===== config.mk =====
export PLATFORM = sky130hd
export DESIGN_NAME = rgb_led_chain_spi_frame_encoder
export DESIGN_NICKNAME = d
export VERILOG_FILES = /design/src/rtl/rgbspi_pkg.sv /design/src/rtl/rgbspi_ram.sv /design/src/rtl/rgb_led_chain_spi_frame_encoder.sv
export SDC_FILE = /design/constraint.sdc
export NUM_CORES = 1
export LEC_CHECK = 0
export ABC_AREA = 0
export BUFFER_PORTS_ARGS = -buffer_cell sky130_fd_sc_hd__buf_4
export CORE_ASPECT_RATIO = 1.4
export CORE_MARGIN = 1
export CORE_UTILIZATION = 56
export CTS_BUF_LIST = sky130_fd_sc_hd__clkbuf_8
export DETAILED_ROUTE_END_ITERATION = 6
export GPL_ROUTABILITY_DRIVEN = 0
export PLACE_DENSITY_LB_ADDON = 0.05
export SYNTH_ARGS = -nofsm -noshare
export SYNTH_HDL_FRONTEND = slang
export SYNTH_SLANG_ARGS = --single-unit

===== constraint.sdc =====
create_clock -name clk -period 5.1 [get_ports clk]
set_input_delay 0.51 -clock clk [delete_from_list [all_inputs] [get_ports clk]]
set_output_delay 0.51 -clock clk [all_outputs]
set_load 0.01 [all_outputs]

===== src/rtl/rgbspi_pkg.sv =====
`default_nettype none

package rgbspi_pkg;

  // default chain geometry
  localparam int LEDS_DEFAULT        = 6;
  localparam int RESET_BYTES_DEFAULT = 40;

  // one stored colour: green, red, blue
  localparam int COLOUR_W = 24;

  // twelve spi bytes per led, two colour bits each
  localparam int         BYTES_PER_LED = 12;
  localparam logic [3:0] WITHIN_FIRST  = 4'd0;
  localparam logic [3:0] WITHIN_LAST   = 4'(BYTES_PER_LED - 1);

  // line code for one colour bit
  localparam logic [3:0] BIT_ONE_CODE  = 4'd14;
  localparam logic [3:0] BIT_ZERO_CODE = 4'd8;

  // brightness clamp
  localparam logic [7:0] PERCENT_MAX = 8'd100;

  // factor = p*255/100 = p*51/20, taken as (p*51*3277) >> 16, exact for p up to 100
  localparam int FACTOR_MUL   = 51 * 3277;
  localparam int FACTOR_SHIFT = 16;

  // action codes
  localparam logic [1:0] ACT_SET       = 2'd0;
  localparam logic [1:0] ACT_ALL_OFF   = 2'd1;
  localparam logic [1:0] ACT_SPI_READY = 2'd2;

  typedef struct packed {
    logic [1:0] action;
    logic [7:0] led_index;
    logic [7:0] red;
    logic [7:0] green;
    logic [7:0] blue;
    logic [7:0] percent;
  } in_t;

  typedef struct packed {
    logic       byte_valid;
    logic [7:0] spi_byte;
    logic       frame_last;
    logic       update_pending;
  } out_t;

  // four-bit line code of one colour bit
  function automatic logic [3:0] bit_code(input logic b);
    return b ? BIT_ONE_CODE : BIT_ZERO_CODE;
  endfunction

  // floor(x/255) for x up to 255*255
  function automatic logic [7:0] div255(input logic [15:0] x);
    logic [16:0] sum;
    sum = 17'(x) + 17'(x[15:8]) + 17'd1;
    return sum[15:8];
  endfunction

endpackage

`default_nettype wire


===== src/rtl/rgbspi_ram.sv =====
`default_nettype none

module rgbspi_ram import rgbspi_pkg::*; #(
  parameter int WIDTH = COLOUR_W,
  parameter int DEPTH = LEDS_DEFAULT,
  localparam int AW = (DEPTH > 1) ? $clog2(DEPTH) : 1
) (
  input  wire logic             clk,
  input  wire logic             wr_en,
  input  wire logic [AW-1:0]    wr_addr,
  input  wire logic [WIDTH-1:0] wr_data,
  input  wire logic [AW-1:0]    rd_addr,
  output logic      [WIDTH-1:0] rd_data
);

  logic [WIDTH-1:0] mem [DEPTH];
  logic [WIDTH-1:0] rd_data_r;

  // single write port, registered read
  always_ff @(posedge clk) begin
    if (wr_en) begin
      mem[wr_addr] <= wr_data;
    end
    rd_data_r <= mem[rd_addr];
  end

  assign rd_data = rd_data_r;

endmodule

`default_nettype wire


===== src/rtl/rgb_led_chain_spi_frame_encoder.sv =====
`default_nettype none

// channel | direction | handshake          | payload
// in_     | input     | in_valid/in_stall   | in_data  (in_t: action, index, colour, percent)
// out_    | output    | out_valid/out_stall | out_data (out_t: spi byte, flags)
//
// one transaction is worked at a time; the result sits in an output register so
// the next transaction is taken while it waits
// set in range: 8-step bit-serial scaling, store write; spi ready: emit, with a fetch
// first when a new led word is read from the snapshot memory, and a store to snapshot
// copy at frame start; all off, out of range set, unused code: straight to the output
// register; reset: synchronous, no clearing pass

module rgb_led_chain_spi_frame_encoder import rgbspi_pkg::*; #(
  parameter int LEDS        = LEDS_DEFAULT,
  parameter int RESET_BYTES = RESET_BYTES_DEFAULT
) (
  input  wire logic clk,
  input  wire logic rst_n,
  input  wire logic in_valid,
  output logic      in_stall,
  input  wire in_t  in_data,
  output logic      out_valid,
  input  wire logic out_stall,
  output out_t      out_data
);

  localparam int LW = (LEDS > 1) ? $clog2(LEDS) : 1;
  localparam int CW = $clog2(LEDS + 1);
  localparam int RW = (RESET_BYTES > 1) ? $clog2(RESET_BYTES) : 1;

  typedef enum logic [6:0] {
    S_IDLE  = 7'b0000001,
    S_MUL   = 7'b0000010,
    S_WRITE = 7'b0000100,
    S_COPY  = 7'b0001000,
    S_FETCH = 7'b0010000,
    S_EMIT  = 7'b0100000,
    S_DONE  = 7'b1000000
  } state_t;

  // control state
  state_t          state_r, state_nxt;
  logic            out_valid_r, out_valid_nxt;
  logic            sending_r, sending_nxt;
  logic            dirty_r, dirty_nxt;
  logic [LEDS-1:0] store_vld_r, store_vld_nxt;
  logic [LW-1:0]   led_r, led_nxt;
  logic [3:0]      within_r, within_nxt;
  logic [RW-1:0]   rst_cnt_r, rst_cnt_nxt;
  logic            data_phase_r, data_phase_nxt;
  logic            copy_wr_r, copy_wr_nxt;
  logic [CW-1:0]   cnt_r, cnt_nxt;
  logic [2:0]      bit_cnt_r, bit_cnt_nxt;

  // payload state
  logic [LW-1:0]   copy_addr_r, copy_addr_nxt;
  logic [LW-1:0]   idx_r, idx_nxt;
  logic [7:0]      fac_r, fac_nxt;
  logic [7:0]      g_r, g_nxt, r_r, r_nxt, b_r, b_nxt;
  logic [15:0]     acc_g_r, acc_g_nxt, acc_r_r, acc_r_nxt, acc_b_r, acc_b_nxt;
  logic [23:0]     shreg_r, shreg_nxt;
  logic            res_valid_r, res_valid_nxt;
  logic [7:0]      res_byte_r, res_byte_nxt;
  logic            res_last_r, res_last_nxt;
  out_t            out_data_r, out_data_nxt;

  // memory ports
  logic                store_we;
  logic [COLOUR_W-1:0] store_wdata, store_rdata;
  logic [COLOUR_W-1:0] snap_wdata, snap_rdata;

  // scratch
  logic [6:0]  pct;
  logic [23:0] fac_prod;
  logic        idx_ok;
  logic [23:0] word;
  logic        in_acc;

  assign in_stall  = (state_r != S_IDLE);
  assign in_acc    = in_valid && !in_stall;
  assign out_valid = out_valid_r;
  assign out_data  = out_data_r;

  // brightness factor from clamped percent
  assign pct      = (in_data.percent > PERCENT_MAX) ? PERCENT_MAX[6:0] : in_data.percent[6:0];
  assign fac_prod = 24'(pct) * 24'(FACTOR_MUL);
  assign idx_ok   = ({1'b0, in_data.led_index} < 9'(LEDS));

  // led word for the current byte: fresh from memory on the first byte of an led
  assign word = (within_r == WITHIN_FIRST) ? snap_rdata : shreg_r;

  // scaled colour word
  assign store_we    = (state_r == S_WRITE);
  assign store_wdata = {div255(acc_g_r), div255(acc_r_r), div255(acc_b_r)};

  // entries not written since the last all off read as zero
  assign snap_wdata  = store_vld_r[copy_addr_r] ? store_rdata : '0;

  rgbspi_ram #(
    .WIDTH(COLOUR_W),
    .DEPTH(LEDS)
  ) u_store (
    .clk    (clk),
    .wr_en  (store_we),
    .wr_addr(idx_r),
    .wr_data(store_wdata),
    .rd_addr(cnt_r[LW-1:0]),
    .rd_data(store_rdata)
  );

  rgbspi_ram #(
    .WIDTH(COLOUR_W),
    .DEPTH(LEDS)
  ) u_snap (
    .clk    (clk),
    .wr_en  (copy_wr_r),
    .wr_addr(copy_addr_r),
    .wr_data(snap_wdata),
    .rd_addr(led_r),
    .rd_data(snap_rdata)
  );

  // sequencer
  always_comb begin
    state_nxt      = state_r;
    out_valid_nxt  = out_valid_r;
    sending_nxt    = sending_r;
    dirty_nxt      = dirty_r;
    store_vld_nxt  = store_vld_r;
    led_nxt        = led_r;
    within_nxt     = within_r;
    rst_cnt_nxt    = rst_cnt_r;
    data_phase_nxt = data_phase_r;
    copy_wr_nxt    = 1'b0;
    cnt_nxt        = cnt_r;
    bit_cnt_nxt    = bit_cnt_r;
    copy_addr_nxt  = copy_addr_r;
    idx_nxt        = idx_r;
    fac_nxt        = fac_r;
    g_nxt          = g_r;
    r_nxt          = r_r;
    b_nxt          = b_r;
    acc_g_nxt      = acc_g_r;
    acc_r_nxt      = acc_r_r;
    acc_b_nxt      = acc_b_r;
    shreg_nxt      = shreg_r;
    res_valid_nxt  = res_valid_r;
    res_byte_nxt   = res_byte_r;
    res_last_nxt   = res_last_r;
    out_data_nxt   = out_data_r;

    // result taken downstream
    if (out_valid_r && !out_stall) begin
      out_valid_nxt = 1'b0;
    end

    unique case (state_r)
      S_IDLE: begin
        if (in_acc) begin
          res_valid_nxt = 1'b0;
          res_byte_nxt  = '0;
          res_last_nxt  = 1'b0;
          idx_nxt       = in_data.led_index[LW-1:0];
          fac_nxt       = fac_prod[FACTOR_SHIFT +: 8];
          g_nxt         = in_data.green;
          r_nxt         = in_data.red;
          b_nxt         = in_data.blue;
          acc_g_nxt     = '0;
          acc_r_nxt     = '0;
          acc_b_nxt     = '0;
          bit_cnt_nxt   = '0;
          cnt_nxt       = '0;
          state_nxt     = S_DONE;
          case (in_data.action)
            ACT_SET: begin
              if (idx_ok) begin
                state_nxt = S_MUL;
              end
            end
            ACT_ALL_OFF: begin
              store_vld_nxt = '0;
              dirty_nxt     = 1'b1;
            end
            ACT_SPI_READY: begin
              if (!sending_r && dirty_r) begin
                state_nxt = S_COPY;
              end else if (sending_r) begin
                state_nxt = (data_phase_r && within_r == WITHIN_FIRST) ? S_FETCH : S_EMIT;
              end
            end
            default: begin
              state_nxt = S_DONE;
            end
          endcase
        end
      end

      // bit-serial shift and add, colour msb first
      S_MUL: begin
        acc_g_nxt   = {acc_g_r[14:0], 1'b0} + (g_r[7] ? 16'(fac_r) : 16'd0);
        acc_r_nxt   = {acc_r_r[14:0], 1'b0} + (r_r[7] ? 16'(fac_r) : 16'd0);
        acc_b_nxt   = {acc_b_r[14:0], 1'b0} + (b_r[7] ? 16'(fac_r) : 16'd0);
        g_nxt       = {g_r[6:0], 1'b0};
        r_nxt       = {r_r[6:0], 1'b0};
        b_nxt       = {b_r[6:0], 1'b0};
        bit_cnt_nxt = bit_cnt_r + 3'd1;
        if (bit_cnt_r == 3'd7) begin
          state_nxt = S_WRITE;
        end
      end

      S_WRITE: begin
        store_vld_nxt[idx_r] = 1'b1;
        dirty_nxt            = 1'b1;
        state_nxt            = S_DONE;
      end

      // store to snapshot sweep, each write lands in the cycle after its read
      S_COPY: begin
        if (cnt_r < CW'(LEDS)) begin
          copy_wr_nxt   = 1'b1;
          copy_addr_nxt = cnt_r[LW-1:0];
          cnt_nxt       = cnt_r + CW'(1);
        end else begin
          sending_nxt = 1'b1;
          dirty_nxt   = 1'b0;
          state_nxt   = S_FETCH;
        end
      end

      S_FETCH: begin
        state_nxt = S_EMIT;
      end

      S_EMIT: begin
        res_valid_nxt = 1'b1;
        if (data_phase_r) begin
          res_byte_nxt = {bit_code(word[23]), bit_code(word[22])};
          shreg_nxt    = {word[21:0], 2'b00};
          if (within_r == WITHIN_LAST) begin
            within_nxt = WITHIN_FIRST;
            if (led_r == LW'(LEDS - 1)) begin
              led_nxt        = '0;
              data_phase_nxt = 1'b0;
            end else begin
              led_nxt = led_r + LW'(1);
            end
          end else begin
            within_nxt = within_r + 4'd1;
          end
        end else begin
          res_byte_nxt = '0;
          if (rst_cnt_r == RW'(RESET_BYTES - 1)) begin
            res_last_nxt   = 1'b1;
            sending_nxt    = 1'b0;
            rst_cnt_nxt    = '0;
            data_phase_nxt = 1'b1;
          end else begin
            rst_cnt_nxt = rst_cnt_r + RW'(1);
          end
        end
        state_nxt = S_DONE;
      end

      // hand result to the output register once it is free
      S_DONE: begin
        if (!out_valid_r || !out_stall) begin
          out_valid_nxt               = 1'b1;
          out_data_nxt.byte_valid     = res_valid_r;
          out_data_nxt.spi_byte       = res_byte_r;
          out_data_nxt.frame_last     = res_last_r;
          out_data_nxt.update_pending = dirty_r;
          state_nxt                   = S_IDLE;
        end
      end

      default: begin
        state_nxt = S_IDLE;
      end
    endcase
  end

  // control registers
  always_ff @(posedge clk) begin
    if (!rst_n) begin
      state_r      <= S_IDLE;
      out_valid_r  <= 1'b0;
      sending_r    <= 1'b0;
      dirty_r      <= 1'b1;
      store_vld_r  <= '0;
      led_r        <= '0;
      within_r     <= WITHIN_FIRST;
      rst_cnt_r    <= '0;
      data_phase_r <= 1'b1;
      copy_wr_r    <= 1'b0;
      cnt_r        <= '0;
      bit_cnt_r    <= '0;
    end else begin
      state_r      <= state_nxt;
      out_valid_r  <= out_valid_nxt;
      sending_r    <= sending_nxt;
      dirty_r      <= dirty_nxt;
      store_vld_r  <= store_vld_nxt;
      led_r        <= led_nxt;
      within_r     <= within_nxt;
      rst_cnt_r    <= rst_cnt_nxt;
      data_phase_r <= data_phase_nxt;
      copy_wr_r    <= copy_wr_nxt;
      cnt_r        <= cnt_nxt;
      bit_cnt_r    <= bit_cnt_nxt;
    end
  end

  // payload registers
  always_ff @(posedge clk) begin
    copy_addr_r <= copy_addr_nxt;
    idx_r       <= idx_nxt;
    fac_r       <= fac_nxt;
    g_r         <= g_nxt;
    r_r         <= r_nxt;
    b_r         <= b_nxt;
    acc_g_r     <= acc_g_nxt;
    acc_r_r     <= acc_r_nxt;
    acc_b_r     <= acc_b_nxt;
    shreg_r     <= shreg_nxt;
    res_valid_r <= res_valid_nxt;
    res_byte_r  <= res_byte_nxt;
    res_last_r  <= res_last_nxt;
    out_data_r  <= out_data_nxt;
  end

endmodule

`default_nettype wire

==> qor.yml <==
ir_worst_vdd_v: 0.000213
arrival_ns: 5.05
placed_cell_area_sq_um: 23300
nNetsFinal: 1880
grt_pass1_wl_mm: 66.3
antenna_found_initial: 1
drtIter0Drc: 602
cts_hold_buf: 0
yosysWarnings: 0
post-place-ws_ns: -0.239
grt_pass1_vias: 12965
leakage_nw: 9.27
ys_ff_latch: 492
drive_gt1_frac: 0.170
synth_largest_area_cell: "edfxtp_1"
powerDensity_nw_per_um2: 366
r2r-start: "r_r[7]"
synth_edf_count: 407
ys.flop_type: "edfxtp_1"
start_util: 0.571
grt.total_usage: 0.213
cts_made_buffers: 77
r2r_slack_ns: 1.95
overflow: 0
timing.final.crit_share: 0.925
synth_area_per_cell_sq_um: 13.9
critPathMaxStageDelay_ns: 0.51
drv_slew: 0
detail-route-antenna-nets: 0
finalSetupViolCount: 0
grt_max_degree: 74
synthTopCellsByCount: "407 x edfxtp_1, 152 x nand2_1, 122 x nor2_1, 106 x ha_1, 85 x dfxtp_1"
start_kind: "input port"
ys_seq_area_frac: 0.630
maxCapViolations: 0
cp_max_fo: 3
slowest_stage: "fa_1"
dieHeight_microns: 237
critPathLaunch: "in_data[0]"
outcome: "complete, no violations"
maxSlewHeadroom: 0.316
worst_slew_pin_slew_ns: 1.03
finalClockSkew_ns: 0.0350
postCtsSetupBuffers: 0
synth_top_area_frac: 0.553
syn_area_sq_um: 22100
postLayoutCellArea_sq_um: 24700
clk_latency_ns: 0.61
fp.dieW_microns: 170
clock_path_buffers: 3
ys_types: 68
syn_inst: 1594
wl_per_cell_microns: 17.7
hold_path_class: "in2reg"
finalHoldViolations: 0
io_pins: 59
path_clk_slew_ns: 0.06
clkSinkCount: 492
area_growth_syn_to_layout_pct: 11.7
drt_first_pass_iters: 5
drc: 0
hpwl_mm: 26.7
cts_htree_levels: 3
power.total_mw: 9.03
fin_ws_ns: 0.381
worstPathCellList: "buf_4 -> o21ai_0 -> nand2_1 -> a31oi_1 -> and2_2 -> fa_1 -> inv_1 -> fa_1 -> inv_1 -> fa_1 -> inv_1 -> fa_1 -> inv_1 -> ha_1 -> a21oi_1 -> o21ai_0 -> o311ai_2 -> buf_4 -> a21oi_2 -> or3_4 -> a21oi_2 -> xnor2_1"
grt_setup_unrepaired: "no"
worst_r2r_endpoint: "acc_r_r[9]"
whs_ns: 0.109
wl_mm: 40.5
ys_top_cells_by_area: "edfxtp_1 55%, dfxtp_1 7.7%, ha_1 6.0%"
path_class: "in2reg"
post-route-util: 0.638
reg2reg_depth: 12
fmax_mhz: 212
via_per_inst: 5.40
ys_async_sr_fraction: 0
vias: 12363
min_period_ns: 4.72
cts_tree: "done"
critPathRequiredTime_ns: 5.44
clockRootBuffer: "clkbuf_8"
core.rowCount: 85
fp.coreArea_sq_um: 38700
cts_resized: 0
die-area_sq_um: 40300
io_buffers: 56
n_fill_cell: 3015
yosysMostFrequentCell: "edfxtp_1"
worstSetupEndpoint: "fac_r[4]"
endpoint_kind: "register"
## cell usage in the layout, fill, tap and decap left out, types with 7 or more instances in the layout
master / n
and3_1: 16
and2_1: 57
nor2_1: 119
nand3_1: 20
mux2i_1: 54
o21ai_0: 58
nand2_1: 151
clkinv_1: 15
nand2b_1: 9
o211ai_1: 7
buf_4: 93
fa_1: 24
mux2_2: 20
dfxtp_1: 81
clkbuf_8: 88
nor3_1: 17
nor2b_1: 10
a21oi_1: 63
inv_1: 98
o21a_1: 14
xnor2_1: 30
mux4_2: 48
ha_1: 106
xor2_1: 42
edfxtp_1: 407
or3_1: 7
## power breakdown
group	internal (mW)	switching, mW	total (mW)
Sequential	4.61	0.167	4.77
Clock	1.58	1.47	3.05
Combinational	0.521	0.681	1.20
## routing by layer
metal | GRT usage | up-vias | part of all wire
met5 | 0 | - | 0
met4 | 0.0824 | 0 | 0.022
met3 | 0.0321 | 64 | 0.032
met2 | 0.396 | 168 | 0.54
met1 | 0.242 | 6079 | 0.40
li1 | - | 6052 | -
## through the flow
step / setup TNS [ns] / cells
detailed placement: -0.888 / 2147
finish: 0 / 2289
CTS: 0 / 2288
floorplan: 0 / 1595
global route: 0 / 2289
global placement: -0.223 / 2147
## state kept, by name, indices dropped and copies added, names as in the netlist, 3 cells and up
register	count
acc_b_r	16
acc_g_r	16
acc_r_r	16
b_r	8
bit_cnt_r	3
cnt_r	3
copy_addr_r	3
fac_r	8
g_r	8
idx_r	3
led_r	3
out_data	6
r_r	8
res_byte_r	3
rst_cnt_r	6
shreg_r	22
state_r	7
store_vld_r	6
u_snap.mem	144
u_snap.rd_data	24
u_store.mem	144
u_store.rd_data	24
within_r	4
## cells by family (layout without fill, tap and decap cells)
logic type | count (synthesis) | count (layout) | share of synthesized area
xor gates and xnor gates | 72 | 72 | 0.0285
AOI/OAI and AO/OA | 188 | 188 | 0.0513
buffers and inverters | 134 | 305 | 0.0252
adders and majority gates | 130 | 130 | 0.0817
and+or+nand+nor | 455 | 455 | 0.100
other | 1 | 3 | 0.000170
DFF | 492 | 492 | 0.630
muxes | 122 | 122 | 0.0835
## final cells by class
class	instances	area [sq um]	area share
clock inverters	53	226	0.00917
flip-flops and latches	492	13900	0.564
diodes	1	2.50	0.000101
well taps	522	653	0.0264
repair buffers	93	698	0.0283
clock buffers	88	1210	0.0490
multi-input cells	969	7700	0.312
inverters	71	267	0.0108
## worst min-delay path by stage
stage                  startpoint           end  slack [ns]  cells past startpoint
finish                in_data[32]      idx_r[0]        0.11                      1
global route          in_data[32]      idx_r[0]        0.07                      1
CTS                   in_data[32]      idx_r[0]        0.05                      1
detailed placement  res_byte_r[3]   out_data[5]        0.41                      0
global placement    res_byte_r[3]   out_data[5]        0.41                      0
floorplan             res_valid_r  out_data[10]        0.40                      0
## worst max-delay path: cells and delay by family
kind	cells	cell delay [ns]
AND/OR/NAND/NOR	3	0.68
adder cells (fa/ha/maj)	5	2.30
AO/OA/AOI/OAI	7	1.00
XOR/XNOR	1	0.07
buffers and inverters	6	0.47
Note: power is estimated with default switching activity, not from simulation.
